## config.mk

```make
export PLATFORM = sky130hd
export DESIGN_NAME = gpse_gf_mac
export DESIGN_NICKNAME = d
export VERILOG_FILES = /design/src/gpse_pkg.sv /design/src/gpse_gf_mac.sv
export SDC_FILE = /design/constraint.sdc
export NUM_CORES = 1
export LEC_CHECK = 0
export ABC_AREA = 0
export BUFFER_PORTS_ARGS = -buffer_cell sky130_fd_sc_hd__buf_4
export CAP_MARGIN = 20
export CORE_UTILIZATION = 66
export DETAILED_ROUTE_END_ITERATION = 10
export PLACE_DENSITY = 0.91
export SYNTH_ARGS = -nofsm -noshare
export SYNTH_HDL_FRONTEND = slang
export SYNTH_SLANG_ARGS = --single-unit
```

## constraint.sdc

```tcl
create_clock -name vclk -period 6.8
set_clock_uncertainty 0.1 [all_clocks]
set_input_delay 0.34 -clock vclk [all_inputs]
set_output_delay 0.34 -clock vclk [all_outputs]
set_load 0.02 [all_outputs]
```

## src/gpse_pkg.sv

```systemverilog
// Shared types, constants and a helper function of the GF(2^8) parity encoder.
`timescale 1ns / 1ps
`default_nettype none

package gpse_pkg;

    localparam int DEF_MAX_DATA     = 16;
    localparam int DEF_MAX_PARITY   = 8;
    localparam int DEF_MAX_FRAGMENT = 4096;

    localparam int CFG_WIDTH = 13;

    localparam logic [4:0]  RST_DATA_FRAGMENTS   = 5'd1;
    localparam logic [3:0]  RST_PARITY_FRAGMENTS = 4'd1;
    localparam logic [12:0] RST_FRAGMENT_LENGTH  = 13'd4096;
    localparam logic [7:0]  RST_FIELD_POLYNOMIAL = 8'h1d;

    localparam logic [7:0] BYTE_MASK = 8'hff;

    localparam logic KIND_COEF = 1'b0;
    localparam logic KIND_DATA = 1'b1;

    typedef enum logic [1:0] {
        CFG_DATA_FRAGMENTS   = 2'd0,
        CFG_PARITY_FRAGMENTS = 2'd1,
        CFG_FRAGMENT_LENGTH  = 2'd2,
        CFG_FIELD_POLYNOMIAL = 2'd3
    } t_cfg_index;

    typedef struct packed {
        logic       kind;
        logic [2:0] coef_row;
        logic [3:0] coef_col;
        logic [7:0] byte_value;
    } t_in_beat;

    typedef struct packed {
        logic [2:0]  parity_row;
        logic [11:0] byte_position;
        logic [7:0]  parity_value;
        logic        last;
    } t_out_beat;

    // A count of zero acts as one; a count above the limit saturates.
    function automatic logic [31:0] clamp_count(input logic [31:0] v, input logic [31:0] hi);
        logic [31:0] res;
        if (v == 32'd0) begin
            res = 32'd1;
        end else if (v > hi) begin
            res = hi;
        end else begin
            res = v;
        end
        return res;
    endfunction

endpackage

`default_nettype wire

```

## src/gpse_gf_mac.sv

```systemverilog
// GF(2^8) multiply by a programmable polynomial, accumulated into a parity byte.
`timescale 1ns / 1ps
`default_nettype none

module gpse_gf_mac (
    input  wire logic [7:0] i_coef,
    input  wire logic [7:0] i_data,
    input  wire logic [7:0] i_poly,
    input  wire logic [7:0] i_old,
    input  wire logic       i_first,
    output logic      [7:0] o_value
);
    import gpse_pkg::*;

    logic [7:0] prod;

    // Shift-and-reduce: eight narrow steps, the polynomial need not be irreducible.
    always_comb begin
        logic [7:0] a;
        logic [7:0] acc;
        a   = i_coef;
        acc = 8'd0;
        for (int i = 0; i < 8; i++) begin
            if (i_data[i]) begin
                acc = acc ^ a;
            end
            if (a[7]) begin
                a = {a[6:0], 1'b0} ^ i_poly;
            end else begin
                a = {a[6:0], 1'b0};
            end
        end
        prod = acc & BYTE_MASK;
    end

    // The first data fragment overwrites the stored parity.
    assign o_value = i_first ? prod : (i_old ^ prod);

endmodule

`default_nettype wire

```

Yosys cells after proc, flatten, opt, wreduce, memory -nomap -nowiden. Index checks and enable logic that the tools add are counted.

Multiply operators: 0. Muxes and demuxes: 16. Shift operators: 0. Bitwise logic cells: 15. Order comparisons: 0. Equality and inequality tests: 0. Div/mod/pow operators: 0. $add $sub $neg: 0. Reduce and logical (&&, ||, !) cells: 0.

Operators by type and width (number): $mux W8 (16); $xor A8 B8 Y8 (15).

Input bits: 33. RAM bits: 0. Flip-flop bits (word level): 0. Bits in latches: 0. Bits in read-only memories: 0. Memories: 0. Output and inout port bits: 8. Word-level logic and storage cells: 31.

Logic depth before layout (Yosys ltp). Gate-level depths: netlist (run 1).

Depth after elaboration: 18. Depth in mapped cells: 14. Depth with buffers taken out: 11.

Worst setup path after synthesis (run 1). No wires, ideal clock.

Path kind: input -> output. Start: input port i_poly[7]. End: output port o_value[5]. Required time: 6.360 ns. Stages on the path: 14. Arrival: 3.156 ns. Path slack: 3.204 ns. Path buffers: 3. Cell sequence: buf_6 > xor2_1 > a21oi_2 > or3_1 > buf_4 > a211oi_4 > nor3_4 > xnor2_4 > buf_2 > nand2_1 > xor3_1 > xnor2_1 > nand2_1 > xnor2_1.

Cells in the longest elaborated chain, start to end: 17.

Ends and longest elaborated chain: from (decl) (RTL line gpse_gf_mac.sv:8) `input wire logic [7:0] i_poly,`; $xor A8 B8 Y8 (RTL line gpse_gf_mac.sv:28) `a = {a[6:0], 1'b0} ^ i_poly;`; $mux W8 (2 in series) (RTL line gpse_gf_mac.sv:27) `if (a[7]) begin`; $xor A8 B8 Y8 (on tied branches) (RTL line gpse_gf_mac.sv:25, gpse_gf_mac.sv:28); $mux W8 (on tied branches) (RTL line gpse_gf_mac.sv:24, gpse_gf_mac.sv:27); $xor A8 B8 Y8 (on tied branches) (RTL line gpse_gf_mac.sv:25, gpse_gf_mac.sv:28); $mux W8 (on tied branches) (RTL line gpse_gf_mac.sv:24, gpse_gf_mac.sv:27); $xor A8 B8 Y8 (on tied branches) (RTL line gpse_gf_mac.sv:25, gpse_gf_mac.sv:28); $mux W8 (on tied branches) (RTL line gpse_gf_mac.sv:24, gpse_gf_mac.sv:27); $xor A8 B8 Y8 (on tied branches) (RTL line gpse_gf_mac.sv:25, gpse_gf_mac.sv:28); $mux W8 (on tied branches) (RTL line gpse_gf_mac.sv:24, gpse_gf_mac.sv:27); $xor A8 B8 Y8 (on tied branches) (RTL line gpse_gf_mac.sv:25, gpse_gf_mac.sv:28); $mux W8 (on tied branches) (RTL line gpse_gf_mac.sv:24, gpse_gf_mac.sv:27); $xor A8 B8 Y8 (RTL line gpse_gf_mac.sv:25) `acc = acc ^ a;`; $mux W8 (*) (RTL line gpse_gf_mac.sv:24) `if (i_data[i]) begin`; $xor A8 B8 Y8 (RTL line gpse_gf_mac.sv:37) `assign o_value = i_first ? prod : (i_old ^ prod);`; $mux W8 (*) (RTL line gpse_gf_mac.sv:37); to (decl) (RTL line gpse_gf_mac.sv:11) `output logic [7:0] o_value`.

Every way passes the cells marked *; elsewhere a longest branch is shown, timed or not.

Worst setup path after layout (run 1).
Start: input port i_poly[7]. End: output port o_value[3].

Cells in the longest elaborated chain, start to end: 17.

Ends and longest elaborated chain (RTL line): $xor A8 B8 Y8 (gpse_gf_mac.sv:28); $mux W8 (2 in series) (gpse_gf_mac.sv:27); $xor A8 B8 Y8 (on tied branches) (gpse_gf_mac.sv:25, gpse_gf_mac.sv:28); $mux W8 (on tied branches) (gpse_gf_mac.sv:24, gpse_gf_mac.sv:27); $xor A8 B8 Y8 (on tied branches) (gpse_gf_mac.sv:25, gpse_gf_mac.sv:28); $mux W8 (on tied branches) (gpse_gf_mac.sv:24, gpse_gf_mac.sv:27); $xor A8 B8 Y8 (on tied branches) (gpse_gf_mac.sv:25, gpse_gf_mac.sv:28); $mux W8 (on tied branches) (gpse_gf_mac.sv:24, gpse_gf_mac.sv:27); $xor A8 B8 Y8 (gpse_gf_mac.sv:25); $mux W8 (gpse_gf_mac.sv:24); $xor A8 B8 Y8 (gpse_gf_mac.sv:25); $mux W8 (gpse_gf_mac.sv:24); $xor A8 B8 Y8 (gpse_gf_mac.sv:25); $mux W8 (*) (gpse_gf_mac.sv:24); $xor A8 B8 Y8 (gpse_gf_mac.sv:37); $mux W8 (*) (gpse_gf_mac.sv:37).

Marks and branches as above.

==> impl_metrics.py, run 1 <==
metrics = {
    "cells_and_area": {
        "fin_nets": 419,
        "antennaDiodeCount": 0,
        "final_area_um2": 2920,
        "fin_util": 0.7688,
        "fillers": 298,
        "syn2layout_area_growth_pct": 8.156,
        "clkbuf_count": 0,
        "regArea_um2": 0,
        "drive_gt1_frac": 0.1667,
        "design.seq.count": 0,
    },
    "power_and_ir_drop": {
        "p_leak_nw": 1.196,
        "p_total_uw": 746.4,
        "powerDensity_nw_per_um2": 255.6,
        "ir_drop_uv": 118.7,
    },
    "global_routing": {
        "grt-busiest-layer": "met2",
        "overflow": 0,
        "globalRouteMet1Util": 0.3923,
        "grt_pass1_wl_um": 11000,
        "grt_pass1_vias": 2434,
        "met2_usage": 0.5893,
        "use_met3": 0.01207,
        "grt_max_degree": 38,
        "gr-usage-all-layers": 0.3132,
        "antenna_found_initial": 0,
    },
    "placement": {
        "gp_congestion": 0.9739,
        "pre_cts_ws_ns": 2.554,
        "port_buffers": 41,
        "dpl.hpwl_um": 5242,
        "place_area_um2": 2920,
    },
    "min_path": {
        "hp-class": "in -> out",
        "hp-start": "i_data[7]",
        "hold_end": "o_value[7]",
        "whs_path_depth": 4,
    },
    "worst_setup_path": {
        "cp-start-kind": "primary input",
        "worstPathMaxFanout": 37,
        "end_kind": "primary output",
        "path_class": "in -> out",
        "required_ns": 6.36,
        "crit_arrival_ns": 3.88,
    },
    "die": {
        "die_width_um": 65.96,
        "io_pins": 41,
        "num_rows": 22,
        "die_area_um2": 4351,
        "fp.dieH_um": 65.96,
        "start_util": 0.7108,
        "core-area_um2": 3799,
    },
    "yosys": {
        "syn_inst": 370,
        "avgSynthCellArea_um2": 7.298,
        "ys_top_cells_by_area": "xnor2_1 26%, nand2_1 12%, xnor3_1 5.0%, xor3_1 4.4%, nand3_1 2.8%",
        "synth_nets": 403,
        "synth.yosys.seq_area_share": 0,
        "ys_top_cells_by_count": "84 x nand2_1, 79 x xnor2_1, 15 x nand3_1, 15 x o21ai_0",
        "synth_area_leader_cell": "xnor2_1",
        "synth_top_area_frac": 0.2563,
        "ys_types": 71,
        "syn_area_um2": 2700,
        "yosys_warnings": 0,
        "yosysMostFrequentCell": "nand2_1",
    },
    "sta": {
        "timing.final.crit_period_ns": 4.320,
        "final-setup-viol-count": 0,
        "drv_slew": 0,
        "rsz0062_at_grt": "false",
        "tightest_slew_ns": 0.6309,
        "fin_setup_tns_ns": 0,
        "hold_violations": 0,
        "fmaxAchievable_mhz": 231.5,
        "setup_slack_ns": 2.480,
        "fin_crit_sh": 0.6353,
        "slew_headroom": 0.5790,
    },
    "route": {
        "drtIter0Drc": 223,
        "drt-pass1-iter-count": 7,
        "ant_nets": 0,
        "vias_per_cell": 6.081,
        "drc_errors": 0,
        "vias": 2627,
        "routedWlPerCell_um": 15.00,
        "drt_wl_total_um": 6479,
    },
    "clock_tree": {
        "ctsResizeCount": 0,
        "ctsHoldBuffers": 0,
        "post_cts_buffers": 0,
    },
    "status": {
        "outcome": "completed",
    },
    "flow_run": {
        "maxCapViolCount": 0,
    },
}
-- worst max-delay path by stage --
stage | from | endpoint | slack, ns | depth (start not counted)
5_1_grt | i_poly[7] | o_value[3] | 2.25 | 13
3_3_place_gp | i_poly[7] | o_value[3] | 2.65 | 13
2_1_floorplan | i_poly[7] | o_value[5] | 3.20 | 14
6_report | i_poly[7] | o_value[3] | 2.48 | 13
4_1_cts | i_poly[7] | o_value[3] | 2.53 | 13
3_5_place_dp | i_poly[7] | o_value[3] | 2.55 | 13
-- area by class of cell --
| type | count | area, um2 | area share |
|---|---|---|---|
| Timing Repair Buffer | 41 | 307.8 | 0.1054 |
| Inverter | 4 | 15.01 | 0.005141 |
| Multi-Input combinational cell | 339 | 2537 | 0.8689 |
| Tap cell | 48 | 60.06 | 0.02057 |
-- placed cells by master (no fill, tap or decap), types with 3 or more instances in the layout --
| cell type | n |
|---|---|
| a21boi_0 | 3 |
| xor3_1 | 5 |
| o21ai_1 | 6 |
| a21oi_1 | 5 |
| o2111ai_1 | 3 |
| a211o_1 | 3 |
| and3_1 | 6 |
| xor2_1 | 8 |
| nor2b_1 | 9 |
| o211ai_1 | 4 |
| nor3b_1 | 4 |
| nand3_1 | 15 |
| o21ai_0 | 15 |
| nand2_1 | 84 |
| buf_4 | 41 |
| inv_1 | 4 |
| and2_1 | 4 |
| or3_1 | 3 |
| a21o_1 | 5 |
| nand3b_1 | 4 |
| nand2b_1 | 6 |
| nor2_1 | 7 |
| xnor2_1 | 79 |
| xnor3_1 | 6 |
-- worst max-delay path, cell delays in order --
cell,delay [ns]
buf_4,0.32
nand2_1,0.22
o221a_4,0.30
xor2_2,0.52
o32ai_1,0.26
nor3_4,0.27
xnor2_4,0.23
and3_1,0.23
or2_1,0.14
xor3_1,0.41
nand2_1,0.08
xnor3_1,0.38
buf_4,0.16
-- through the flow --
| stage | hold slack (ns) | std cells |
|---|---|---|
| 6_report | 1.010 | 432 |
| 5_1_grt | 1.034 | 432 |
| 4_1_cts | 1.015 | 432 |
| 3_5_place_dp | 1.015 | 432 |
| 3_3_place_gp | 1.003 | 432 |
| 2_1_floorplan | 0.9032 | 370 |
-- logic make-up (layout without fill, tap and decap cells) --
logic type             count (synthesis)  count (layout)  share of synthesized area
AND/OR/NAND/NOR                      159             159                     0.2966
XOR/XNOR                             101             101                     0.4027
AO/OA/AOI/OAI                         76              76                     0.2289
buffers and inverters                 31              45                    0.06024
multiplexers                           3               3                    0.01158
-- metal layers --
layer  vias to the layer above  wire [um]
li1                       1302          -
met4                         0         76
met2                       129       3275
met1                      1185       2657
met5                         -          0
met3                        11        470
-- report_power, final --
group | total [mW] | switching, mW | internal, mW
Combinational | 0.746 | 0.373 | 0.373
Sequential | 0 | 0 | 0
Clock | 0 | 0 | 0
Total | 0.746 | 0.373 | 0.373
Power figures use the tool's default switching activity.
==> run 2: changes to the inputs <==
- CORE_UTILIZATION: 66 -> 61
- PLACE_DENSITY: 0.91 -> 0.85
- clock period: 6.8 -> 4.45 ns (I/O delays scaled with it)
==> impl_metrics.py, run 2 (synthesized netlist as in run 1, its figures left out) <==
metrics = {
    "global_routing": {
        "grt_pass1_vias": 2312,
        "antenna_found_initial": 0,
        "grt_max_degree": 38,
        "grt_pass1_wl_um": 10520,
        "gr-usage-all-layers": 0.2877,
        "overflow": 0,
    },
    "route": {
        "ant_nets": 0,
        "vias_per_cell": 5.926,
        "drtIter0Drc": 81,
        "routedWlPerCell_um": 14.69,
        "drt-pass1-iter-count": 4,
        "vias": 2578,
        "drt_wl_total_um": 6391,
        "drc_errors": 0,
    },
    "cells_and_area": {
        "regArea_um2": 0,
        "final_cell_mix": "84 x nand2_1, 79 x xnor2_1, 42 x buf_4, 15 x o21ai_0, 15 x nand3_1",
        "drive_gt1_frac": 0.1688,
        "antennaDiodeCount": 0,
        "clkbuf_count": 0,
        "final_common_cell": "nand2_1",
        "fin_util": 0.7121,
        "layoutNonFillerInstCount": 435,
        "syn2layout_area_growth_pct": 8.526,
        "final_area_um2": 2930,
        "design.seq.count": 0,
        "fin_nets": 420,
    },
    "sta": {
        "tightest_slew_ns": 0.6174,
        "whs_ns": 0.7611,
        "fin_crit_sh": 0.9074,
        "hold_violations": 0,
        "final-setup-viol-count": 0,
        "setup_slack_ns": 0.4119,
        "rsz0062_at_grt": "false",
        "timing.final.crit_period_ns": 4.038,
        "fmaxAchievable_mhz": 247.6,
        "fin_setup_tns_ns": 0,
        "slew_headroom": 0.5881,
        "drv_slew": 0,
    },
    "worst_setup_path": {
        "required_ns": 4.13,
        "worstPathCellList": "buf_4, nand2_1, o221a_4, xor2_2, o32ai_1, nor3_4, xnor2_4, a21oi_1, or2_1, xor3_1, nand2_1, xnor3_1, buf_4",
        "crit_arrival_ns": 3.72,
        "worstPathMaxFanout": 37,
        "cp_slowest_cell": "xor2_2",
        "path_class": "in -> out",
        "crit_path_max_incr_delay_ns": 0.51,
        "crit_cells": 13,
        "end_kind": "primary output",
        "crit_family": "XOR/XNOR gates",
        "cp-start-kind": "primary input",
        "path_buf_inv": 2,
    },
    "min_path": {
        "hold_end": "o_value[7]",
        "whs_path_depth": 4,
        "hp-start": "i_data[7]",
        "hp-class": "in -> out",
    },
    "placement": {
        "port_buffers": 41,
        "place_area_um2": 2930,
        "dpl.hpwl_um": 5107,
        "gp_congestion": 0.9245,
        "place_inst": 435,
        "pre_cts_ws_ns": 0.4400,
    },
    "die": {
        "io_pins": 41,
        "core-area_um2": 4115,
        "die_area_um2": 4696,
        "num_rows": 23,
        "start_util": 0.6561,
        "die_width_um": 68.53,
        "fp.dieH_um": 68.53,
    },
    "flow_run": {
        "maxCapViolCount": 0,
    },
    "power_and_ir_drop": {
        "p_leak_nw": 1.201,
        "powerDensity_nw_per_um2": 390.9,
        "ir_drop_uv": 182.9,
        "p_total_mw": 1.145,
    },
    "status": {
        "outcome": "completed",
    },
    "clock_tree": {
        "ctsHoldBuffers": 0,
        "post_cts_buffers": 0,
        "ctsResizeCount": 0,
    },
}
## run 2: cell count changes in the layout (fill, tap and decap cells not counted)
cell / previous run / this run
buf_4: 41 / 42
## run 2: layer usage
layer  vias to the layer above  global-route usage  routed length, um
met4                         0             0.04427                 93
met2                        85              0.5355               3223
met3                         9             0.01151                330
met1                      1174              0.3689               2743
li1                       1310                   -                  -
met5                         -                   0                  0
## run 2: power breakdown
part           internal (mW)  switching, mW
Clock                      0              0
Sequential                 0              0
Combinational          0.573          0.572
Total                  0.573          0.572
## run 2: how the worst max path moves through the flow
stage	start	slack [ns]	end
after floorplan	i_poly[7]	1.09	o_value[5]
after global placement	i_poly[7]	0.53	o_value[3]
after detailed placement	i_poly[7]	0.44	o_value[3]
after CTS	i_poly[7]	0.44	o_value[3]
after global routing	i_poly[7]	0.19	o_value[3]
final	i_poly[7]	0.41	o_value[3]
## run 2: worst min-delay path: cells and delay by family
kind	cells	cell delay (ns)
xor gates and xnor gates	1	0.06
buffers and inverters	2	0.29
and+or+nand+nor	1	0.07
## run 2: layout make-up
cell class,count,area (um2)
Inverter,4,15.01
Timing Repair Buffer,42,315.3
Multi-Input combinational cell,339,2537
Tap cell,50,62.56
Fill cell,367,1185
