File: src/gpse_ram.sv
// Simple dual-port synchronous RAM with a registered read port.
`timescale 1ns / 1ps
`default_nettype none

module gpse_ram #(
    parameter int W  = 8,
    parameter int AW = 7
) (
    input  wire logic          i_clk,
    input  wire logic          i_we,
    input  wire logic [AW-1:0] i_waddr,
    input  wire logic [W-1:0]  i_wdata,
    input  wire logic [AW-1:0] i_raddr,
    output logic      [W-1:0]  o_rdata
);

    localparam int DEPTH = 1 << AW;

    logic [W-1:0] r_mem [DEPTH];
    logic [W-1:0] r_rdata;

    always_ff @(posedge i_clk) begin
        if (i_we) begin
            r_mem[i_waddr] <= i_wdata;
        end
    end

    always_ff @(posedge i_clk) begin
        r_rdata <= r_mem[i_raddr];
    end

    assign o_rdata = r_rdata;

endmodule

`default_nettype wire

File: config.mk
export PLATFORM = sky130hd
export DESIGN_NAME = gpse_ram
export DESIGN_NICKNAME = d
export VERILOG_FILES = /design/src/gpse_ram.sv
export SDC_FILE = /design/constraint.sdc
export NUM_CORES = 1
export LEC_CHECK = 0
export BUFFER_PORTS_ARGS = -buffer_cell sky130_fd_sc_hd__buf_2
export CAP_MARGIN = 10
export CORE_MARGIN = 2
export CORE_UTILIZATION = 45
export CTS_CLUSTER_DIAMETER = 150
export DETAILED_ROUTE_END_ITERATION = 12
export PLACE_DENSITY = 0.69
export SLEW_MARGIN = 20
export SYNTH_ARGS = -nofsm -noshare
export SYNTH_HDL_FRONTEND = slang
export SYNTH_SLANG_ARGS = --single-unit
File: constraint.sdc
create_clock -name i_clk -period 2.8 [get_ports i_clk]
set_input_delay 0.28 -clock i_clk [delete_from_list [all_inputs] [get_ports i_clk]]
set_output_delay 0.28 -clock i_clk [all_outputs]
set_load 0.03 [all_outputs]
=== After elaboration in Yosys (flattened, before gate mapping) ===
Memories as Yosys holds them, arrays and structs flattened. A register that Yosys moved wholly into a read port is not among the register bits.
Index checks and enable logic that the tools add are counted.

* Input bits: 24
* Memories: 1
* Output and inout bits: 8
* Bits in writable memories: 1024
* Flip-flop bits (word level): 0

{| class="wikitable"
|+ Memory list
! memory !! words !! width !! read ports !! clocked after Yosys merged registers in !! write ports !! RTL line !! RTL
|-
| r_mem || 128 || 8 || 1 || 1 || 1 || 19 || <nowiki>logic [W-1:0] r_mem [DEPTH];</nowiki>
|}

* Muxes and demuxes: 2

{| class="wikitable"
|+ Operators with widths
! kind !! count
|-
| two-way mux 1 bit || 2
|}

=== Longest topological paths before layout ===
Gate-level depths: netlist of run 1.

* Depth after elaboration: 2
* Mapped depth: 7
* Depth with buffers taken out: 4

=== Least setup slack after synthesis of run 1 ===
Ideal clock, no wire load.

* Kind: input to register
* Start point: input port i_raddr[0]
* End point: register r_rdata[0], in the netlist o_rdata[0], read port of r_mem
* Data arrival time: 2663 ps
* Stages on the path: 6
* Slack: 16 ps
* Library setup time: 121 ps
* Required time: 2679 ps
* Buffers on the path: 2
* Cell sequence: clkbuf_1 -> buf_1 -> mux4_2 -> mux4_2 -> mux4_2 -> mux2_2

{| class="wikitable"
|+ RTL lines
! element !! RTL line !! RTL
|-
| from (decl) || 13 || <nowiki>input wire logic [AW-1:0] i_raddr,</nowiki>
|-
| to (decl) || 20 || <nowiki>logic [W-1:0] r_rdata;</nowiki>
|}

==> load_flow_metrics.sql, run 1 <==
INSERT INTO impl_metrics (metric_group, metric, value, unit) VALUES
('status', 'outcome', 'finished, final reports clean', ''),
('worst_setup_path', 'largest_stage_delay_worst_path', '0.60', 'ns'),
('global_route', 'global_route_total_usage_across_every_layer', '0.202', ''),
('final_layout', 'layout-drive-gt1-share', '0.372', ''),
('synth', 'synth_top_cells_by_area', 'sky130_fd_sc_hd__edfxtp_1 78%, sky130_fd_sc_hd__mux4_2 19%, sky130_fd_sc_hd__nor2_1 1.2%', ''),
('synth', 'synth_top_family_by_area', 'multiplexers', ''),
('worst_setup_path', 'cp_top_delay_family', 'multiplexers', ''),
('pwr', 'p_per_area', '695', 'mW/mm^2'),
('timing', 'setup-violations-final', '0', ''),
('worst_setup_path', 'reg2reg_depth', '4', ''),
('routing', 'detail_route.wirelength', '89900', 'um'),
('worst_setup_path', 'cp_data_required_time', '3.35', 'ns'),
('clock_tree', 'h-tree-depth', '3', ''),
('worst_setup_path', 'critical_path_buf_inv_count', '0', ''),
('die', 'die_h', '301', 'um'),
('place', 'place_inst', '2946', ''),
('worst_setup_path', 'cell_by_cell_trace_of_the_critical_path', 'mux4_2 -> mux4_2 -> mux4_2 -> mux2_2', ''),
('timing', 'final_hold_viol_count', '0', ''),
('timing', 'max_slew.worst_pin.slew', '0.938', 'ns'),
('die', 'boundaryPins', '32', ''),
('routing', 'first_iter_violations', '2285', ''),
('synth', 'synth-compound-area-share', '0', ''),
('final_layout', 'layoutNonFillerInstCount', '3133', ''),
('clock_tree', 'post_cts_setup_buffer_count', '0', ''),
('timing', 'final.period_utilization', '0.879', ''),
('worst_hold_path', 'worst_hold_path.num_cells', '1', ''),
('synth', 'synthesis.area_per_instance', '24.3', 'sq um'),
('synth', 'ys_types', '17', ''),
('place', 'dp.final_hpwl', '56100', 'um'),
('timing', 'report.final.slew_viol_count', '0', ''),
('synth', 'share_of_yosys_cell_area_claimed_by_the_top_area_cell_type', '0.775', ''),
('synth', 'synthesis.nets', '1659', ''),
('timing', 'fmax', '0.406', 'GHz'),
('global_route', 'overflow_after_grt', '0', ''),
('worst_setup_path', 'worst_path_max_delay_cell', 'sky130_fd_sc_hd__mux4_2', ''),
('worst_hold_path', 'min-delay-path-class', 'primary input to register', ''),
('synth', 'ys_ff_latch', '1032', ''),
('pwr', 'static_power_due_to_leakage', '14.6', 'nW'),
('routing', 'drt.antenna.violating_nets', '0', ''),
('final_layout', 'fill_cells', '6481', ''),
('global_route', 'antenna_found_initial', '1', ''),
('worst_setup_path', 'criticalPathCategory', 'register to register', ''),
('worst_setup_path', 'critical_path_peak_fanout', '1', ''),
('clock_tree', 'cts_hold_repair.buffers', '0', ''),
('routing', 'wl_per_cell', '28.7', 'um'),
('routing', 'initial_drt_pass_iterations', '5', ''),
('clock_tree', 'cts_tree', 'done', ''),
('synth', 'synth_area', '0.0397', 'sq mm'),
('timing', 'min_period', '2.46', 'ns'),
('synth', 'synth_sequential_area_ratio', '0.779', ''),
('synth', 'syn-instance-count', '1635', ''),
('worst_hold_path', 'hp-start', 'i_wdata[3]', ''),
('synth', 'synth_simple_gate_area_share', '0.0176', ''),
('die', 'die_x', '301', 'um'),
('synth', 'yosys.area_share.adder', '0', ''),
('clock_tree', 'clock-root-buffer', 'sky130_fd_sc_hd__clkbuf_16', ''),
('place', 'port-buffer-count', '31', ''),
('final_layout', 'nNetsFinal', '1917', ''),
('job', 'drv_cap', '0', ''),
('clock_tree', 'inserted_clock_buffers', '100', ''),
('timing', 'clock_skew', '0.0339', 'ns'),
('clock_tree', 'worstSkewPairLatency', '0.68', 'ns'),
('die', 'dieArea', '0.0905', 'sq mm'),
('worst_setup_path', 'worst-r2r-setup-slack', '0.34', 'ns'),
('clock_tree', 'numClockSinks', '1032', ''),
('synth', 'ys_warn_count', '0', ''),
('worst_setup_path', 'launching_point_of_the_worst_reg2reg_path', 'r_mem[95][0]', ''),
('routing', 'detailroute.via_count', '18596', ''),
('synth', 'synthXorXnorAreaFrac', '0', ''),
('final_layout', 'flow.area_growth_from_synthesis', '16.5', '%'),
('timing', 'rsz_0062_raised_after_global_routing', 'no', '');
[synthesized netlist by cell type (all sizes together)]
cell type     n
mux2          8
dfxtp         8
nand4         3
or3           1
nand3        12
mux4        336
edfxtp     1024
nand2b        2
nand2        14
nor2b         7
nor2        122
nor3          9
buf          45
clkbuf       44
[layout by cell type, fill, tap and decap left out, types with 9 or more instances in the layout]
master / n
sky130_fd_sc_hd__mux4_2: 336
sky130_fd_sc_hd__clkinv_1: 12
sky130_fd_sc_hd__clkinv_2: 20
sky130_fd_sc_hd__clkbuf_1: 26
sky130_fd_sc_hd__clkbuf_16: 101
sky130_fd_sc_hd__nand3_1: 12
sky130_fd_sc_hd__bufinv_16: 9
sky130_fd_sc_hd__nor2_1: 122
sky130_fd_sc_hd__buf_2: 20
sky130_fd_sc_hd__nor3_1: 9
sky130_fd_sc_hd__nand2_1: 14
sky130_fd_sc_hd__buf_12: 35
sky130_fd_sc_hd__edfxtp_1: 1024
sky130_fd_sc_hd__buf_4: 188
[kinds of logic after synthesis]
group / after synthesis
and+or+nand+nor: 170
buffers and inverters: 89
DFF: 1032
muxes: 344
[layer usage]
metal | GRT usage | part of all wire | up-vias | wire length (um)
met3 | 0.0417 | 0.089 | 137 | 8010
li1 | - | - | 7551 | -
met2 | 0.319 | 0.49 | 841 | 43700
met5 | 0 | 0 | - | 0
met1 | 0.288 | 0.40 | 10067 | 36000
met4 | 0.0564 | 0.024 | 0 | 2160
[how the worst max path moves through the flow]
stage | slack, ns | endpoint | cells after the start | start
2_1_floorplan | 0.02 | o_rdata[0] | 6 | i_raddr[0]
3_3_place_gp | -0.22 | o_rdata[0] | 7 | i_raddr[0]
3_5_place_dp | -0.22 | o_rdata[0] | 7 | i_raddr[0]
4_1_cts | 0.36 | o_rdata[0] | 4 | r_mem[95][0]
5_1_grt | 0.31 | o_rdata[1] | 4 | r_mem[23][1]
6_report | 0.34 | o_rdata[0] | 4 | r_mem[95][0]
[layout make-up]
cell class	count	area, sq um	area share
diodes	2	5.00	0.000108
clock buffers	133	2710	0.0586
clock inverters	52	564	0.0122
multi-input cells	514	8350	0.181
flip-flops and latches	1032	30900	0.669
well taps	1155	1450	0.0313
repair buffers	245	2240	0.0485
[metrics by stage]
step / util / worst slack [ns] / instance area [sq um] / hold WS, ns
6_report: 0.531 / 0.339 / 46200 / 0.0971
3_3_place_gp: 0.494 / -0.220 / 43000 / 0.764
3_5_place_dp: 0.494 / -0.224 / 43000 / 0.754
5_1_grt: 0.531 / 0.307 / 46200 / 0.107
2_1_floorplan: - / 0.0160 / 39700 / 0.379
4_1_cts: 0.531 / 0.357 / 46200 / 0.0816
[report_power, final]
group / switching, mW / leakage, nW / internal (mW) / total [mW]
clock network: 5.66 / 1.59 / 7.66 / 13.3
registers: 0.0342 / 9.27 / 17.1 / 17.1
logic: 0.993 / 3.71 / 0.735 / 1.73
[flip-flops by register name, indices dropped and copies added, names as in the netlist]
signal and cells:
r_mem 1024, o_rdata 8
No activity file was read; power rests on OpenSTA's default activity.
==> run 2: changes to the inputs <==
--- a/config.mk
+++ b/config.mk
@@ -11,7 +11,7 @@
 export CORE_UTILIZATION = 45
 export CTS_CLUSTER_DIAMETER = 150
 export DETAILED_ROUTE_END_ITERATION = 12
-export PLACE_DENSITY = 0.69
+export PLACE_DENSITY_LB_ADDON = 0.08
 export SLEW_MARGIN = 20
 export SYNTH_ARGS = -nofsm -noshare
 export SYNTH_HDL_FRONTEND = slang
==> constraint.sdc (replaced) <==
create_clock -name i_clk -period 2.8 [get_ports i_clk]
set_input_delay 0.7 -clock i_clk [delete_from_list [all_inputs] [get_ports i_clk]]
set_output_delay 0.7 -clock i_clk [all_outputs]
set_load 0.03 [all_outputs]
==> run 2 against run 1 <==
  * Utilization grew 0.49 points
  * Die area stayed put
  * Sequential share of layout area decreased by 0.61 points
  * Combinational power rose by 4%
  * Design area rose by 0.91%
  * Total power up 1.9%
  * Register-to-register slack improved by 0.05 ns
  * Sequential power is essentially flat
  * Worst setup slack lost 0.27 ns
  * Largest cell class unchanged
  * Highest routed layer is now met5
==> load_flow_metrics.sql, run 2 (synthesis gave the netlist of run 1 again) <==
INSERT INTO impl_metrics (metric_group, metric, value, unit) VALUES
('worst_setup_path', 'worst_path_max_delay_cell', 'sky130_fd_sc_hd__mux4_2', ''),
('timing', 'fmax', '0.367', 'GHz'),
('global_route', 'global_route_total_usage_across_every_layer', '0.218', ''),
('clock_tree', 'clkTransAtPathRegs', '0.06', 'ns'),
('clock_tree', 'cts_hold_repair.buffers', '0', ''),
('pwr', 'ir_drop', '0.494', 'mV'),
('timing', 'min_period', '2.73', 'ns'),
('pwr', 'static_power_due_to_leakage', '14.8', 'nW'),
('final_layout', 'layout.cell_area.non_filler', '0.0467', 'sq mm'),
('global_route', 'grt_pass1_wl', '139000', 'um'),
('pwr', 'swShare', '0.209', ''),
('die', 'floorplan.rows', '108', ''),
('worst_setup_path', 'worst-r2r-setup-slack', '0.39', 'ns'),
('pwr', 'report.power.total', '32.8', 'mW'),
('clock_tree', 'postCtsResizedCells', '0', ''),
('global_route', 'grt_max_degree', '101', ''),
('timing', 'clock_skew', '0.0276', 'ns'),
('pwr', 'p_per_area', '702', 'mW/mm^2'),
('global_route', 'met2_track_usage_gr', '0.346', ''),
('die', 'start_util', '0.456', ''),
('worst_setup_path', 'largest_stage_delay_worst_path', '0.54', 'ns'),
('clock_tree', 'cts_tree', 'done', ''),
('pwr', 'seqPwrFrac', '0.522', ''),
('worst_setup_path', 'cp_top_delay_family', 'multiplexers', ''),
('final_layout', 'regMostFlops', 'r_mem', ''),
('worst_setup_path', 'launching_point_of_the_worst_reg2reg_path', 'r_mem[22][6]', ''),
('die', 'dieArea', '0.0905', 'sq mm'),
('timing', 'rsz_0062_raised_after_global_routing', 'no', ''),
('timing', 'finalWorstSetupSlack', '0.0733', 'ns'),
('die', 'core', '0.0870', 'sq mm'),
('global_route', 'grt_use_met1', '0.308', ''),
('pwr', 'p_int', '25.9', 'mW'),
('die', 'die_h', '301', 'um'),
('worst_setup_path', 'critical_register_to_register_path_endpoint', 'o_rdata[6]', ''),
('worst_setup_path', 'critical_path_buf_inv_count', '3', ''),
('worst_setup_path', 'cp.arrival', '3.29', 'ns'),
('final_layout', 'layout_common_cells', '1,024 x sky130_fd_sc_hd__edfxtp_1, 336 x sky130_fd_sc_hd__mux4_2, 198 x sky130_fd_sc_hd__buf_4', ''),
('routing', 'drc', '0', ''),
('clock_tree', 'numClockSinks', '1032', ''),
('routing', 'detail_route.wirelength', '96200', 'um'),
('die', 'boundaryPins', '32', ''),
('clock_tree', 'post_cts_setup_buffer_count', '0', ''),
('final_layout', 'seq_area', '0.0309', 'sq mm'),
('global_route', 'busiest_layer', 'met2', ''),
('worst_setup_path', 'cell_by_cell_trace_of_the_critical_path', 'buf_8 -> buf_4 -> buf_4 -> mux4_2 -> mux4_2 -> mux4_2 -> mux2_2', ''),
('final_layout', 'layout-drive-gt1-share', '0.374', ''),
('worst_hold_path', 'hp-start', 'i_wdata[0]', ''),
('timing', 'final.period_utilization', '0.974', ''),
('clock_tree', 'inserted_clock_buffers', '106', ''),
('global_route', 'first_global_vias', '19191', ''),
('timing', 'final_hold_viol_count', '0', ''),
('place', 'finalWeightedCongestion', '0.781', ''),
('place', 'post-place-ws', '-0.655', 'ns'),
('worst_setup_path', 'criticalPathCategory', 'primary input to register', ''),
('clock_tree', 'clock-root-buffer', 'sky130_fd_sc_hd__clkbuf_16', ''),
('final_layout', 'fill_cells', '6652', ''),
('place', 'dp.final_hpwl', '61500', 'um'),
('worst_setup_path', 'end_kind', 'register', ''),
('routing', 'wl_per_cell', '30.4', 'um'),
('worst_setup_path', 'critical_path.most_common_cell', 'sky130_fd_sc_hd__mux4_2', ''),
('final_layout', 'nNetsFinal', '1943', ''),
('worst_setup_path', 'reg2reg_depth', '4', ''),
('place', 'port-buffer-count', '31', ''),
('routing', 'initial_drt_pass_iterations', '7', ''),
('final_layout', 'largest_reg_flops', '1024', ''),
('die', 'die_x', '301', 'um'),
('job', 'drv_cap', '0', ''),
('worst_setup_path', 'critical_path.startpoint_type', 'primary input', ''),
('timing', 'timing.max_slew.rel_slack', '0.561', ''),
('pwr', 'clkPwrFrac', '0.423', ''),
('final_layout', 'n_antenna_cell', '0', ''),
('routing', 'drt-vias-per-instance', '5.80', ''),
('routing', 'first_iter_violations', '1824', ''),
('worst_setup_path', 'critical_path_peak_fanout', '10', ''),
('worst_setup_path', 'cp_data_required_time', '3.37', 'ns'),
('pwr', 'power_switching', '6.86', 'mW'),
('final_layout', 'flow.area_growth_from_synthesis', '17.6', '%'),
('clock_tree', 'h-tree-depth', '3', ''),
('timing', 'report.final.slew_viol_count', '0', ''),
('pwr', 'comb_power_share', '0.055', ''),
('final_layout', 'multi_input_area', '0.00835', 'sq mm'),
('timing', 'setup-violations-final', '0', ''),
('final_layout', 'final_common_cell', 'sky130_fd_sc_hd__edfxtp_1', ''),
('routing', 'drt.antenna.violating_nets', '0', ''),
('clock_tree', 'worstSkewPairLatency', '0.68', 'ns'),
('worst_setup_path', 'critical_path_cell_count', '7', ''),
('global_route', 'gr-usage-met3', '0.0468', ''),
('global_route', 'antenna_found_initial', '6', ''),
('timing', 'max_slew.worst_pin.slew', '0.658', 'ns'),
('worst_hold_path', 'worst_hold_path.num_cells', '1', ''),
('worst_hold_path', 'worst_hold_path.endpoint', 'r_mem[34][0]', ''),
('status', 'outcome', 'finished, final reports clean', ''),
('global_route', 'overflow_after_grt', '0', ''),
('worst_setup_path', 'worst_setup_path_startpoint', 'i_raddr[0]', ''),
('routing', 'detailroute.via_count', '18324', ''),
('clock_tree', 'clock_path_buffers', '3', ''),
('place', 'dpl-instance-area', '0.0432', 'sq mm'),
('worst_hold_path', 'min-delay-path-class', 'primary input to register', '');
-- run 2: cell types whose count changed in the layout (fill, tap and decap cells not counted), sizes merged --
| cell | before | now |
|---|---|---|
| buf | 245 | 265 |
| bufinv | 9 | 12 |
| diode | 2 | 0 |
| clkinv | 36 | 40 |
| clkbuf | 133 | 134 |
| inv | 3 | 4 |
| clkinvlp | 4 | 6 |
-- run 2: cell type report --
type | count | area share
Clock inverter | 62 | 0.0140
Sequential cell | 1032 | 0.663
Timing Repair Buffer | 265 | 0.0543
Tap cell | 1155 | 0.0310
Multi-Input combinational cell | 514 | 0.179
Clock buffer | 134 | 0.0591
-- run 2: per-layer routing --
metal,up-vias,part of all wire
li1,7609,-
met1,9967,0.42
met2,601,0.48
met3,143,0.068
met4,4,0.026
met5,-,0.00024
-- run 2: metrics by stage --
step | hold slack [ns] | utilization | TNS (ns) | std cells
2_1_floorplan | 0.799 | - | -0.801 | 1635
3_3_place_gp | 1.11 | 0.497 | -4.75 | 2966
3_5_place_dp | 1.13 | 0.497 | -4.71 | 2966
4_1_cts | 0.395 | 0.536 | 0 | 3162
5_1_grt | 0.417 | 0.536 | 0 | 3162
6_report | 0.431 | 0.536 | 0 | 3162
-- run 2: how the worst max path moves through the flow --
stage                            end  slack (ns)
after floorplan           o_rdata[0]       -0.10
after global routing      o_rdata[7]        0.02
final                     o_rdata[0]        0.07
after detailed placement  o_rdata[0]       -0.65
after CTS                 o_rdata[0]        0.08
after global placement    o_rdata[0]       -0.66
-- run 2: power by group through the flow --
| stage | combinational [mW] | sequential [mW] | clock, mW |
|---|---|---|---|
| global route | 1.91 | 17.1 | 14.8 |
| CTS | 1.84 | 17.1 | 14.2 |
| detailed placement | 1.84 | 17.4 | 0 |
| global placement | 1.82 | 17.4 | 0 |
| floorplan | 0.927 | 17.4 | 0 |
| finish | 1.80 | 17.1 | 13.9 |
-- run 2: worst register-to-register path, stage by stage, from the launching register on --
cell and delay, ns:
sky130_fd_sc_hd__edfxtp_1 0.38, sky130_fd_sc_hd__mux4_2 0.54, sky130_fd_sc_hd__mux4_2 0.58, sky130_fd_sc_hd__mux4_2 0.53, sky130_fd_sc_hd__mux2_2 0.29
